## src/rtl/psd_div_cell.sv

```systemverilog
// One restoring-division cell: resolves one quotient bit per request.
`timescale 1ns / 1ps

module psd_div_cell #(
  parameter int DW = 42,
  parameter int QW = 16,
  parameter int SW = 8
) (
  input  logic          clk,
  input  logic          rst,
  input  logic          in_valid,
  output logic          in_ready,
  input  logic [DW-1:0] in_rem,
  input  logic [DW-1:0] in_den,
  input  logic [QW-1:0] in_quo,
  input  logic [SW-1:0] in_side,
  output logic          out_valid,
  input  logic          out_ready,
  output logic [DW-1:0] out_rem,
  output logic [DW-1:0] out_den,
  output logic [QW-1:0] out_quo,
  output logic [SW-1:0] out_side
);

  logic [DW:0]   rem_sh;
  logic          take;
  logic [DW:0]   rem_sub;
  logic [DW-1:0] rem_next;
  logic [QW-1:0] quo_next;

  // Shift in a zero, trial subtract the divisor
  always_comb begin
    rem_sh   = {in_rem, 1'b0};
    take     = (rem_sh >= {1'b0, in_den});
    rem_sub  = rem_sh - {1'b0, in_den};
    rem_next = take ? rem_sub[DW-1:0] : rem_sh[DW-1:0];
    quo_next = {in_quo[QW-2:0], take};
  end

  assign in_ready = !out_valid || out_ready;

  always_ff @(posedge clk) begin
    if (rst) begin
      out_valid <= 1'b0;
    end else if (in_ready) begin
      out_valid <= in_valid;
    end
  end

  always_ff @(posedge clk) begin
    if (in_ready && in_valid) begin
      out_rem  <= rem_next;
      out_den  <= in_den;
      out_quo  <= quo_next;
      out_side <= in_side;
    end
  end

endmodule

```

## config.mk

```make
export PLATFORM = sky130hd
export DESIGN_NAME = psd_div_cell
export DESIGN_NICKNAME = d
export VERILOG_FILES = /design/src/rtl/psd_div_cell.sv
export SDC_FILE = /design/constraint.sdc
export NUM_CORES = 1
export LEC_CHECK = 0
export ABC_AREA = 0
export BUFFER_PORTS_ARGS = -buffer_cell sky130_fd_sc_hd__buf_2
export CORE_MARGIN = 4
export CORE_UTILIZATION = 46
export CTS_CLUSTER_SIZE = 24
export DETAILED_ROUTE_END_ITERATION = 16
export GPL_TIMING_DRIVEN = 0
export HOLD_SLACK_MARGIN = 0.06
export PLACE_DENSITY = 0.77
export SKIP_CTS_REPAIR_TIMING = 1
export SLEW_MARGIN = 20
export SYNTH_ARGS = -nofsm -noshare
export SYNTH_HDL_FRONTEND = slang
export SYNTH_SLANG_ARGS = --single-unit
export TNS_END_PERCENT = 20
```

## constraint.sdc

```tcl
create_clock -name clk -period 3.4 [get_ports clk]
set_input_delay 0.17 -clock clk [delete_from_list [all_inputs] [get_ports clk]]
set_output_delay 0.17 -clock clk [all_outputs]
set_load 0.03 [all_outputs]
```

After elaboration in Yosys (flattened, before gate mapping)
Cells that the tools add are included.

word-level totals
  logic and storage cells = 12
  flip-flop bits (word level) = 109
  output and inout port bits = 110
  bits of input ports = 112

operators by class
  magnitude comparators = 1
  add/subtract/negate cells = 1
  multiplexer cells = 1
  reduce and logical (&&, ||, !) cells = 3

operators with widths
  cell                            number
  >= comparator 43 x 42 -> 1 bit  1
  2-to-1 mux 42 bit               1
  subtractor 42 bit               1
  logical AND 1 bit               1
  zero test 1 bit                 1
  logical OR 1 bit                1

Depth between registers and ports, before layout
  depth in word-level cells = 3
  mapped depth = 15
  gate-level depth less buffers = 12

Worst setup path before layout
OpenSTA, ideal clock, no wires.

  path type = register to register
  from = reg out_valid
  to = reg out_den[0] (enable)
  data required time = 2.921 ns
  stages on the path, launching flop included = 3
  period minus slack after synthesis = 3.761 ns
  arrival = 3.282 ns
  buffers on the path = 0
  path slack = -0.361 ns
  setup time = 0.479 ns
  cell sequence = dfxtp_1 > nand2b_1 > and2_1

between the ends
  word-level cells in the longest chain between the ends = 3

ends and longest elaborated chain
  what                    line  RTL
  from (decl)             17    output logic out_valid,
  from (signal assigned)  46    out_valid <= in_valid;
  zero test 1 bit         40    assign in_ready = !out_valid || out_ready;
  logical OR 1 bit        40
  named net in_ready      12    output logic in_ready,
  logical AND 1 bit       51    if (in_ready && in_valid) begin
  to (signal assigned)    53    out_den <= in_den;
  to (decl)               20    output logic [DW-1:0] out_den,

The timed path passes the listed nets, and every way through them passes these cells.
A chain may end at the register's enable or synchronous reset.

Final worst setup path
  from = in in_den[4]
  to = reg out_rem[32] (data pin)

between the ends
  word-level cells in the longest chain between the ends = 2
  elaborated cells between the ends (all ways) = 3
  those cells by class = add/sub (1); order compare (1); mux (1)

ends and longest elaborated chain
  what                            line  RTL
  from (decl)                     14    input logic [DW-1:0] in_den,
  >= comparator 43 x 42 -> 1 bit  34    take = (rem_sh >= {1'b0, in_den});
  named net take                  26    logic take;
  2-to-1 mux 42 bit               36    rem_next = take ? rem_sub[DW-1:0] : rem_sh[DW-1:0];
  named net rem_next[32]          28    logic [DW-1:0] rem_next;
  to (signal assigned)            52    out_rem <= rem_next;
  to (decl)                       19    output logic [DW-1:0] out_rem,

The timed path passes the listed nets, and every way through them passes these cells.

==> flow_summary.toml <==
[run_status]
status = "complete, no violations"

[detailed_routing]
route.vias.total = 5432
drc = 0
final_antenna_net_count = 0
avgViaCountPerCell = 5.14
dr.pass1.iters = 5
wl_microns = 16900
drt_first_iter_violations = 342
wl_per_cell_microns = 16.0

[yosys]
synth_cells = 570
synth_seq_area_share_pct = 50.1
synth_mux_area_share_pct = 7.49
synth_compound_area_share_pct = 14.0
yosys.area_share.simple_pct = 10.8
syn_area_sq_mm = 0.00652
synthFlopType = "edfxtp_1"
synth_xor_area_share_pct = 4.70
synth.distinct_cells = 59
yosys_register_bits = 109
async_flop_share_pct = 0
synth_edf_count = 108
syn_nets = 725
avgSynthCellArea_sq_um = 11.4
synth_top_family_by_area = "compound AO/OA/AOI/OAI gates"
yosys_warnings = 0
synthAdderAreaFrac_pct = 8.37

[sta]
rsz0062_at_grt = "false"
period_share_pct = 94.2
relSlewSlack_pct = 64.4
finalMaxSlewViolations = 0
worst_pin_slew_ps = 534
fin_worst_skew_ps = 7.87
final.min_clock_period_ps = 3200
finalHoldViolCount = 0
final.setup.tns_ps = 0
final-setup-viol-count = 0
max_freq_mhz = 312

[critical_path]
cp_slowest_cell = "dlygate4sd3_1"
crit_buf_inv = 6
start_kind = "primary input"
critical_path_arrival_ps = 3320
crit_chain = "dlygate4sd3_1 -> buf_2 -> inv_1 -> ha_1 -> nand3_1 -> o21ba_2 -> o211ai_1 -> nand2_1 -> nor2_2 -> o21ai_4 -> a21oi_2 -> o31a_4 -> inv_4 -> buf_12 -> buf_12 -> mux2_4"
cp_max_fo = 10
cpPeakStageDelay_ps = 520
endpoint_kind = "register"
crit_top_cell = "buf_12"
critPathTopFamily = "compound AO/OA/AOI/OAI gates"
worstPathRequired_ps = 3510
critical_path_class = "in2reg"

[die]
dieArea_sq_mm = 0.0161
fp.dieW_microns = 127
core_area_sq_mm = 0.0139
row_count = 43
start_util_pct = 47.0
io_pins = 222
die_h_microns = 127

[final_layout]
most-common-layout-cells = "buf_2, edfxtp_1, dlygate4sd3_1"
mostFrequentLayoutCell = "buf_2"
instances_no_fill = 1056
fin_nets = 1025
final_cell_area_sq_mm = 0.00883
layout-drive-gt1-share_pct = 33.7
syn2layout_area_growth_pct = 35.5

[hold_path]
hold_class = "in2reg"

[global_route]
grt_util_all_layers_pct = 19.6
grt_pass1_vias = 5136
grt_pass1_wl_microns = 25400
grt_overflow = 0
antenna_found_initial = 1
grt_max_degree = 44

[placement]
place_inst = 972
hpwl_microns = 12700
port_buffers = 220
placed_cell_area_sq_mm = 0.00789
gp_congestion = 0.888

[cts]
cts_tree = "yes"
cts_inserted_buffers = 9
clk_pin_slew_worst_paths_ps = 80
clock_sinks = 109
clkLatencyLatePin_ps = 360
htreeDepth = 3
max-clock-path-buffers = 2
root_buffer = "clkbuf_16"

[pwr]
ir_drop_uv = 248
power_density_mw_per_mm2 = 437
p_leak_nw = 3.99

[flow_run]
drv_cap = 0
where the power goes:
part,switching [mW],leakage (nW),internal [mW],total [mW]
sequential,0.0249,1.05,1.63,1.66
clock,0.502,0.135,0.503,1.01
combinational,0.711,2.80,0.489,1.20
routing by layer:
| metal | up-vias | GRT usage [%] | part of all wire [%] |
|---|---|---|---|
| met5 | - | 0 | 0.071 |
| met4 | 2 | 5.36 | 1.1 |
| met3 | 14 | 5.14 | 6.4 |
| met2 | 155 | 34.4 | 52 |
| met1 | 2548 | 23.9 | 40 |
| li1 | 2713 | - | - |
synth_stat cells (all sizes together) (6+ instances only):
cell type	number	share of area, %
a21o	19	2.2
a21oi	53	4.2
buf	7	1.1
clkbuf	6	0.35
edfxtp	108	50
ha	42	8.1
inv	54	3.1
mux2	38	7.0
nand2	35	2.0
nand2b	7	0.67
nand3	13	1.0
nand4	10	1.2
nor2	34	2.0
nor2b	7	0.67
nor3	8	0.61
o21ai	24	2.0
o21bai	6	0.69
or3	6	0.58
xnor2	20	2.7
xor2	15	2.0
logic make-up (layout without fill, tap and decap cells):
family | after synthesis | in the layout
flip-flops | 109 | 109
AND/OR/NAND/NOR | 137 | 137
multiplexers | 41 | 41
buffers and inverters | 67 | 372
adder cells (fa/ha/maj) | 43 | 43
XOR/XNOR | 35 | 35
AO/OA/AOI/OAI | 138 | 138
other | 0 | 1
sequential cells by signal, indices dropped and copies added (netlist names):
signal	cells
out_den	42
out_rem	42
out_quo	16
out_side	8
out_valid	1
through the flow:
stage          hold WS, ps  util, %  power, mW  setup WS (ps)
2_1_floorplan          239        -       2.50            620
3_3_place_gp           325     56.5       2.79           43.7
3_5_place_dp           330     56.8       2.82           11.4
4_1_cts              -54.7     58.8       3.82            374
5_1_grt                116     63.6       4.06           8.95
6_report               117     63.6       3.86            196
worst reg2reg max path: cells and delay by family (launching register included):
| family | cells | cell delay (ps) |
|---|---|---|
| buffers and inverters | 1 | 310 |
| DFF | 1 | 310 |
| and+or+nand+nor | 2 | 510 |
path summary, 6_finish.rpt:
kind | start | end | slack [ps] | depth (start not counted)
worst max-delay path | in_den[4] | out_rem[32] | 200 | 16
worst min-delay path | in_rem[4] | out_rem[5] | 120 | 2
worst max register to register | out_valid | out_den[0] | 1920 | 3
worst min register to register | out_valid | out_den[17] | 920 | 2
layout make-up:
| cell class | count | area (sq um) |
|---|---|---|
| Tap cell | 180 | 225 |
| Timing Repair Buffer | 289 | 1810 |
| Buffer | 13 | 92.6 |
| Clock inverter | 6 | 43.8 |
| Fill cell | 1136 | 5050 |
| Sequential cell | 109 | 3260 |
| Inverter | 54 | 205 |
| Clock buffer | 10 | 229 |
| Antenna cell | 1 | 2.50 |
| Multi-Input combinational cell | 394 | 2960 |
No activity file was read; power rests on OpenSTA's default activity.
