**src/rtl/psd_sqrt_cell.sv**
```systemverilog
// One digit-by-digit square root cell: resolves one root bit per request.
`timescale 1ns / 1ps

module psd_sqrt_cell #(
  parameter int XW = 42,
  parameter int SW = 8,
  localparam int RW = XW / 2,
  localparam int EW = RW + 3
) (
  input  logic          clk,
  input  logic          rst,
  input  logic          in_valid,
  output logic          in_ready,
  input  logic [XW-1:0] in_x,
  input  logic [RW-1:0] in_root,
  input  logic [EW-1:0] in_rem,
  input  logic [SW-1:0] in_side,
  output logic          out_valid,
  input  logic          out_ready,
  output logic [XW-1:0] out_x,
  output logic [RW-1:0] out_root,
  output logic [EW-1:0] out_rem,
  output logic [SW-1:0] out_side
);

  logic [EW-1:0] rem_in2;
  logic [EW-1:0] trial;
  logic          take;
  logic [EW-1:0] rem_next;
  logic [RW-1:0] root_next;
  logic [XW-1:0] x_next;

  // Bring down the next two radicand bits, trial subtract 4*root+1
  always_comb begin
    rem_in2   = {in_rem[EW-3:0], in_x[XW-1:XW-2]};
    trial     = {1'b0, in_root, 2'b01};
    take      = (rem_in2 >= trial);
    rem_next  = take ? (rem_in2 - trial) : rem_in2;
    root_next = {in_root[RW-2:0], take};
    x_next    = {in_x[XW-3:0], 2'b00};
  end

  assign in_ready = !out_valid || out_ready;

  always_ff @(posedge clk) begin
    if (rst) begin
      out_valid <= 1'b0;
    end else if (in_ready) begin
      out_valid <= in_valid;
    end
  end

  always_ff @(posedge clk) begin
    if (in_ready && in_valid) begin
      out_x    <= x_next;
      out_root <= root_next;
      out_rem  <= rem_next;
      out_side <= in_side;
    end
  end

endmodule

```
**config.mk**
```make
export PLATFORM = sky130hd
export DESIGN_NAME = psd_sqrt_cell
export DESIGN_NICKNAME = d
export VERILOG_FILES = /design/src/rtl/psd_sqrt_cell.sv
export SDC_FILE = /design/constraint.sdc
export NUM_CORES = 1
export LEC_CHECK = 0
export BUFFER_PORTS_ARGS = -buffer_cell sky130_fd_sc_hd__buf_2
export CAP_MARGIN = 10
export CORE_ASPECT_RATIO = 1.1
export CORE_MARGIN = 3
export CORE_UTILIZATION = 48
export CTS_CLUSTER_DIAMETER = 50
export DETAILED_ROUTE_END_ITERATION = 12
export PLACE_DENSITY = 0.81
export SLEW_MARGIN = 20
export SYNTH_ARGS = -nofsm -noshare
export SYNTH_HDL_FRONTEND = slang
export SYNTH_SLANG_ARGS = --single-unit
```
**constraint.sdc**
```tcl
create_clock -name clk -period 3.32 [get_ports clk]
set_input_delay 0.166 -clock clk [delete_from_list [all_inputs] [get_ports clk]]
set_output_delay 0.166 -clock clk [all_outputs]
set_load 0.02 [all_outputs]
```
* Yosys cells after proc, flatten, opt, wreduce, memory -nomap -nowiden
Index checks and enable logic that the tools add are counted. Widths: inputs -> output; s select.
Storage, ports and cells: flip-flop bits (word level) 94, bits of input ports 99, output and inout port bits 97, logic and storage cells 11
Cells by class: add/sub/neg operators 1, magnitude comparators 1, mux-type cells 1, reductions and logical operators 3
Operators by type and width (count):
- $ge 24x23->1 | 1
- $mux 24 | 1
- $sub 24x23->24 | 1
- $logic_and 1x1->1 | 1
- $logic_not 1->1 | 1
- $logic_or 1x1->1 | 1

* Logic depth before layout (Yosys ltp)
Gate-level depths: netlist (run 1).
word-level depth 3, depth in mapped cells 11

* Least setup slack after synthesis (run 1)
OpenSTA, ideal clock, no wires.
path kind reg-to-reg, from register out_valid, to register out_rem[0] (enable), setup time 462 ps, arrival 2815 ps, data required time 2858 ps, slack 43 ps, stages on the path, launching flop included 3, buffers on the path 0, clock period less this slack 3277 ps, cells stage by stage dfxtp_1 > nand2b_1 > and2_1
On the way: word-level cells in the longest chain between the ends 3
RTL lines:
- from (decl) | RTL line 18 | output logic out_valid,
- from (signal assigned) | RTL line 49 | out_valid <= in_valid;
- $logic_not 1->1 | RTL line 43 | assign in_ready = !out_valid || out_ready;
- $logic_or 1x1->1 | RTL line 43
- named net in_ready | RTL line 13 | output logic in_ready,
- $logic_and 1x1->1 | RTL line 54 | if (in_ready && in_valid) begin
- to (signal assigned) | RTL line 57 | out_rem <= rem_next;
- to (decl) | RTL line 22 | output logic [EW-1:0] out_rem,
The timed path passes the listed nets, and every way through them passes these cells. A chain may end at the register's enable or synchronous reset.

* Worst setup path after layout (run 1)
from input port in_root[15], to register out_rem[10], data pin
On the way: word-level cells in the longest chain between the ends 2
RTL lines:
- from (decl) | RTL line 15 | input logic [RW-1:0] in_root,
- $ge 24x23->1 | RTL line 37 | take = (rem_in2 >= trial);
- $mux 24 | RTL line 38 | rem_next = take ? (rem_in2 - trial) : rem_in2;
- named net rem_next[10] | RTL line 29 | logic [EW-1:0] rem_next;
The timed path passes the listed nets, and every way through them passes these cells.

==> flow_metrics.env, run 1 <==
export IMPL_status="finished, final reports clean"
export IMPL_clock_sinks=94
export IMPL_period_minus_slack_ps=2850
export IMPL_clk_path_buf_depth=2
export IMPL_antenna_found_initial=0
export IMPL_ant_nets=0
export IMPL_wl_per_cell_um=19.1
export IMPL_async_flop_share=0
export IMPL_yosys_warnings=0
export IMPL_grt_overflow=0
export IMPL_wirelength_mm=14.1
export IMPL_worst_r2r_setup_slack_ps=1510
export IMPL_coreArea_mm2=0.00896
export IMPL_htreeDepth=3
export IMPL_synth_seq_cells=94
export IMPL_post_dp_hpwl_mm=9.13
export IMPL_cp_end_kind="flop"
export IMPL_io_buffers=191
export IMPL_ff_latch_area_mm2=0.00281
export IMPL_max_cap_violations=0
export IMPL_grt_max_degree=45
export IMPL_final_cells=737
export IMPL_grt_pass1_vias=3888
export IMPL_cp_start_kind="input pin"
export IMPL_drc_errors=0
export IMPL_path_buf_inv=4
export IMPL_skew_ps=9.36
export IMPL_slew_headroom=0.614
export IMPL_final_setup_viol_count=0
export IMPL_die_h_um=107
export IMPL_start_util=0.498
export IMPL_die_area_mm2=0.0105
export IMPL_crit_type="input pin to flop"
export IMPL_first_pass_iters=5
export IMPL_crit_chain="dlygate4sd3_1 -> buf_2 -> inv_1 -> ha_1 -> a21oi_1 -> o21ai_1 -> a41oi_1 -> o2111ai_2 -> nand2_2 -> buf_4 -> o21ai_0"
export IMPL_synth_seq_area_share=0.630
export IMPL_final_max_slew_viol_count=0
export IMPL_synthCells=359
export IMPL_clockRootBuffer="clkbuf_8"
export IMPL_final_setup_tns_ps=0
export IMPL_syn_avg_cell_area_um2=12.4
export IMPL_critPathMaxFanout=22
export IMPL_tightest_slew_ps=580
export IMPL_wl_met1_mm=5.18
export IMPL_crit_family="compound AO/OA/AOI/OAI gates"
export IMPL_ir_drop_uv=256
export IMPL_syn2layout_area_growth_pct=42.6
export IMPL_nFillCells=589
export IMPL_cts_tree="yes"
export IMPL_synth_edf_count=93
export IMPL_post_place_cells=654
export IMPL_multi_input_area_mm2=0.00146
export IMPL_period_share=0.859
export IMPL_viasPerCell=5.36
export IMPL_post_cts_resized=0
export IMPL_top_layer="met4"
export IMPL_wl_met3_mm=1.30
export IMPL_nets=740
export IMPL_drive_gt1_frac=0.350
export IMPL_critPathSlowestCell="dlygate4sd3_1"
export IMPL_drtIter0Drc=287
export IMPL_ys_types=50
export IMPL_rsz0062_at_grt="no"
export IMPL_p_leak_nw=2.81
export IMPL_io_pins=196
export IMPL_clk_latency_ps=370
export IMPL_postCtsSetupRepairBufs=0
export IMPL_grt_pass1_wl_mm=21.2
export IMPL_syn_area_mm2=0.00446
export IMPL_fmax_mhz=351
export IMPL_grtUsageTotal=0.267
export IMPL_met2_length_mm=7.07
export IMPL_rows=36
export IMPL_hold_class="input pin to flop"
export IMPL_vias=3949
export IMPL_p_per_area_mw_per_mm2=463
export IMPL_antenna_cells=0
export IMPL_gp_congestion=0.879
export IMPL_arrival_ps=2940
export IMPL_dieWidth_um=98.0
export IMPL_cts_buffers=9
export IMPL_slowest_delay_ps=520
export IMPL_required_ps=3410
export IMPL_hold_viol=0
export IMPL_ys_flop_type="edfxtp_1"
export IMPL_clk_pin_slew_worst_paths_ps=100
-- cells in the final DEF, fill, tap and decap left out, drive strengths merged, types with 3 or more instances in the layout --
cell / count
a31oi: 4
a21oi: 32
inv: 32
o211ai: 4
nor2b: 3
nand2: 39
xor2: 12
ha: 23
xnor2: 10
nor2: 11
dlygate4sd3: 67
buf: 194
clkbuf: 11
nand4: 5
nand3: 5
o21ai: 32
a21o: 5
edfxtp: 93
nor3: 4
nand2b: 7
-- where the power goes --
part | internal, mW | total [mW] | switching (mW)
Clock | 0.351 | 0.767 | 0.416
Sequential | 1.43 | 1.45 | 0.0280
Combinational | 0.284 | 0.730 | 0.446
Total | 2.06 | 2.95 | 0.890
-- path summary, 6_finish.rpt --
check | from | cells after the start | endpoint
worst max-delay path | in_root[15] | 11 | out_rem[10]
worst min-delay path | in_root[8] | 1 | out_root[9]
worst max register to register | out_valid | 3 | out_root[12]
worst min register to register | out_valid | 2 | out_valid
-- timing repair --
| item | 4_1_cts | 5_1_grt |
|---|---|---|
| endpoints found under the hold margin | 67 | 0 |
| hold buffers | 67 | 0 |
| setup endpoints to repair | 0 | 0 |
-- cell usage after synthesis, types with 2 or more instances --
master	number	area [µm²]
edfxtp_1	93	2790
nand2_1	38	143
a21oi_1	32	160
inv_1	30	113
o21ai_0	25	125
ha_1	23	288
xor2_1	12	105
nor2_1	11	41.3
xnor2_1	10	87.6
nand2b_1	7	43.8
a21o_1	5	37.5
nand3_1	5	25.0
a31oi_1	4	25.0
nand4_1	4	25.0
nor3_1	4	20.0
o21ai_1	4	20.0
buf_2	3	15.0
buf_4	3	22.5
clkbuf_1	3	11.3
clkbuf_2	3	15.0
nor2b_1	3	18.8
o211ai_1	3	22.5
o21ai_2	3	26.3
and2_1	2	12.5
buf_6	2	22.5
nor4_1	2	12.5
o21a_1	2	15.0
-- metal layers --
| layer | global-route usage | vias to the layer above |
|---|---|---|
| met4 | 0.126 | 0 |
| met1 | 0.304 | 1853 |
| li1 | - | 1825 |
| met5 | 0 | - |
| met3 | 0.0703 | 37 |
| met2 | 0.468 | 234 |
-- registers in the layout, indices dropped and copies added (netlist names) --
name       count
out_valid      1
out_root      21
out_x         40
out_side       8
out_rem       24
-- per-stage QoR --
step	power, mW	area, µm²	util	worst slack (ps)	hold WS [ps]
after floorplan	1.91	4470	-	43.2	235
after global placement	2.10	5510	0.614	745	321
after detailed placement	2.12	5510	0.614	693	341
after CTS	2.92	6370	0.710	552	3.34
after global routing	3.07	6370	0.710	204	0.249
final	2.95	6370	0.710	468	14.9
-- worst reg2reg max path, cell delays in order, from the launching register on --
cell and delay [ps]:
dfxtp_1 340, nand2b_1 140, and2_4 550, buf_4 450
-- area by class of cell --
type / instances / area share
clock buffer: 11 / 0.0206
clock inverter: 5 / 0.00924
inverter: 31 / 0.0183
multi-input combinational: 221 / 0.229
sequential: 94 / 0.442
tap: 114 / 0.0224
timing repair buffer: 261 / 0.259
-- kinds of logic after synthesis --
logic type,count (synthesis),share of synthesized area
buf+inv,45,0.0454
mux,1,0.00224
flops,94,0.630
xor+xnor,22,0.0432
other cells,1,0.000840
fa+ha+maj,23,0.0645
simple gates,82,0.0874
compound gates,91,0.126
(Power assumes the default switching activity.)
==> inputs of run 2 (changes only) <==
--- a/config.mk
+++ b/config.mk
@@ -7,2 +7,3 @@
 export LEC_CHECK = 0
+export ABC_AREA = 1
 export BUFFER_PORTS_ARGS = -buffer_cell sky130_fd_sc_hd__buf_2
@@ -11,7 +12,6 @@
 export CORE_MARGIN = 3
-export CORE_UTILIZATION = 48
+export CORE_UTILIZATION = 49
 export CTS_CLUSTER_DIAMETER = 50
 export DETAILED_ROUTE_END_ITERATION = 12
-export PLACE_DENSITY = 0.81
-export SLEW_MARGIN = 20
+export PLACE_DENSITY = 0.8
 export SYNTH_ARGS = -nofsm -noshare
==> constraint.sdc (replaced) <==
create_clock -name clk -period 3.32 [get_ports clk]
set_input_delay 0.332 -clock clk [delete_from_list [all_inputs] [get_ports clk]]
set_output_delay 0.332 -clock clk [all_outputs]
set_load 0.02 [all_outputs]
==> run 2 against run 1 <==
Net effect: cell count increased by 21%; routed wire length decreased by 4.6%; global-route usage decreased by 3.4 points; cell area decreased by 0.33%; largest power group unchanged.
==> flow_metrics.env, run 2 <==
export IMPL_status="finished, final reports clean"
export IMPL_switching_share=0.298
export IMPL_period_minus_slack_ps=1960
export IMPL_worst_r2r_setup_slack_ps=1600
export IMPL_synth_seq_area_share=0.561
export IMPL_drive_gt1_frac=0.289
export IMPL_max_cap_violations=0
export IMPL_syn_avg_cell_area_um2=8.81
export IMPL_clockRootBuffer="clkbuf_8"
export IMPL_die_area_mm2=0.0115
export IMPL_grt_pass1_vias=4221
export IMPL_antenna_found_initial=0
export IMPL_drc_errors=0
export IMPL_post_cts_resized=0
export IMPL_required_ps=3560
export IMPL_r2r_start="out_valid"
export IMPL_period_share=0.590
export IMPL_ys_types=25
export IMPL_path_common_cell="nand2_1"
export IMPL_p_leak_nw=3.32
export IMPL_ir_drop_uv=185
export IMPL_cts_hold_buf=0
export IMPL_final_setup_tns_ps=0
export IMPL_skew_ps=9.12
export IMPL_gp_congestion=0.865
export IMPL_p_per_area_mw_per_mm2=466
export IMPL_internal_power_mw=2.08
export IMPL_power_switching_mw=0.880
export IMPL_nets=892
export IMPL_synth_seq_cells=94
export IMPL_yosys_top_cells_count="nand2_1, inv_1, edfxtp_1, nor2_1, nand3_1"
export IMPL_largest_register_ff_count=40
export IMPL_pwr_share_seq=0.486
export IMPL_combPwrFrac=0.229
export IMPL_wl_per_cell_um=15.0
export IMPL_drtIter0Drc=231
export IMPL_ant_nets=0
export IMPL_yosysMostFrequentCell="nand2_1"
export IMPL_cts_buffers=9
export IMPL_grtUsageTotal=0.233
export IMPL_crit_type="input pin to flop"
export IMPL_rsz0062_at_grt="no"
export IMPL_postCtsSetupRepairBufs=0
export IMPL_htreeDepth=3
export IMPL_final_max_slew_viol_count=0
export IMPL_wirelength_mm=13.4
export IMPL_clk_pin_slew_worst_paths_ps=100
export IMPL_ys_flop_type="edfxtp_1"
export IMPL_coreArea_mm2=0.00994
export IMPL_clock_sinks=94
export IMPL_synth_top_area_share=0.557
export IMPL_synth_edf_count=93
export IMPL_grt_pass1_wl_mm=20.5
export IMPL_first_pass_iters=5
export IMPL_slew_headroom=0.453
export IMPL_cp_endpoint="out_rem[15]"
export IMPL_hold_viol=0
export IMPL_crit_chain="buf_2 -> inv_1 -> ha_1 -> nand2_1 -> nor2_2 -> nand3_1 -> nand2_1 -> nand2_2 -> nand4_4 -> buf_4 -> nand3_1 -> nand2_1"
export IMPL_layout_commonest_cell="nand2_1"
export IMPL_fmax_mhz=511
export IMPL_slowest_delay_ps=330
export IMPL_yosys_warnings=0
export IMPL_cp_start_kind="input pin"
export IMPL_syn_area_mm2=0.00501
export IMPL_critPathMaxFanout=25
export IMPL_hold_class="input pin to flop"
export IMPL_p_clk_frac=0.285
export IMPL_arrival_ps=2200
export IMPL_synth_top_cell_by_area="edfxtp_1"
export IMPL_tightest_slew_ps=819
export IMPL_async_flop_share=0
export IMPL_grt_overflow=0
export IMPL_viasPerCell=4.80
export IMPL_regMostFlops="out_x"
export IMPL_final_cell_mix="nand2_1, buf_2, inv_1"
export IMPL_clk_path_buf_depth=2
export IMPL_rows=38
export IMPL_synthCells=569
export IMPL_antenna_cells=0
export IMPL_die_h_um=112
export IMPL_cp_end_kind="flop"
export IMPL_start_util=0.505
export IMPL_reg_top3="out_x x40, out_rem x24, out_root x21"
export IMPL_dieWidth_um=102
export IMPL_rr_endpoint="out_root[8]"
export IMPL_grt_max_degree=34
export IMPL_critPathLaunch="in_root[2]"
export IMPL_final_setup_viol_count=0
export IMPL_post_dp_hpwl_mm=10.8
export IMPL_clk_latency_ps=370
export IMPL_syn2layout_area_growth_pct=26.5
export IMPL_reg2regPathDepth=2
export IMPL_design_area_mm2=0.00634
export IMPL_io_buffers=191
export IMPL_place_area_mm2=0.00613
export IMPL_synth_area_top_cells="edfxtp_1, nand2_1, inv_1"
export IMPL_critPathSlowestCell="ha_1"
export IMPL_io_pins=196
export IMPL_cts_tree="yes"
export IMPL_vias=4299
==> run 2: final cells by class <==
cell class	count	area, µm²
clock inverter	6	91.3
sequential	94	2810
inverter	113	424
multi-input combinational	357	1740
timing repair buffer	195	998
tap	120	150
fill	864	3590
clock buffer	10	128
==> run 2: critical path, delay by kind of cell <==
kind	cells	cell delay, ps
adder cells (fa/ha/maj)	1	330
AND/OR/NAND/NOR	8	1070
buffers and inverters	3	430
==> run 2: routing by layer <==
layer,share of wire,track usage,vias to the layer above
li1,-,-,2187
met1,0.38,0.274,1927
met2,0.50,0.410,157
met3,0.084,0.0510,26
met4,0.027,0.0849,2
met5,0.00045,0,-
==> run 2: power by group through the flow <==
stage,clock (mW),combinational (mW),sequential [mW]
finish,0.843,0.677,1.44
global route,0.896,0.760,1.45
CTS,0.856,0.683,1.44
global placement,0,0.668,1.46
detailed placement,0,0.680,1.46
floorplan,0,0.329,1.58
==> run 2: worst min-delay path by stage <==
stage | cells past startpoint | to | slack, ps | startpoint
finish | 2 | out_valid | 120 | rst
floorplan | 1 | out_valid | 400 | rst
global route | 2 | out_valid | 110 | rst
global placement | 2 | out_valid | 490 | rst
CTS | 2 | out_valid | 110 | rst
detailed placement | 2 | out_valid | 500 | rst
==> run 2: stage by stage <==
stage	util	worst slack (ps)	hold WS (ps)	std cells	power [mW]
floorplan	-	912	401	570	1.91
global route	0.639	1170	115	895	3.10
detailed placement	0.616	952	497	879	2.14
finish	0.639	1360	118	895	2.96
CTS	0.639	1350	105	895	2.98
global placement	0.616	1010	493	879	2.13
==> run 2: logic make-up after synthesis <==
kind of cell | after synthesis | synth area share
simple gates | 308 | 0.254
buf+inv | 119 | 0.0951
flops | 94 | 0.561
fa+ha+maj | 23 | 0.0574
compound gates | 15 | 0.0157
xor+xnor | 9 | 0.0157
other cells | 1 | 0.000748
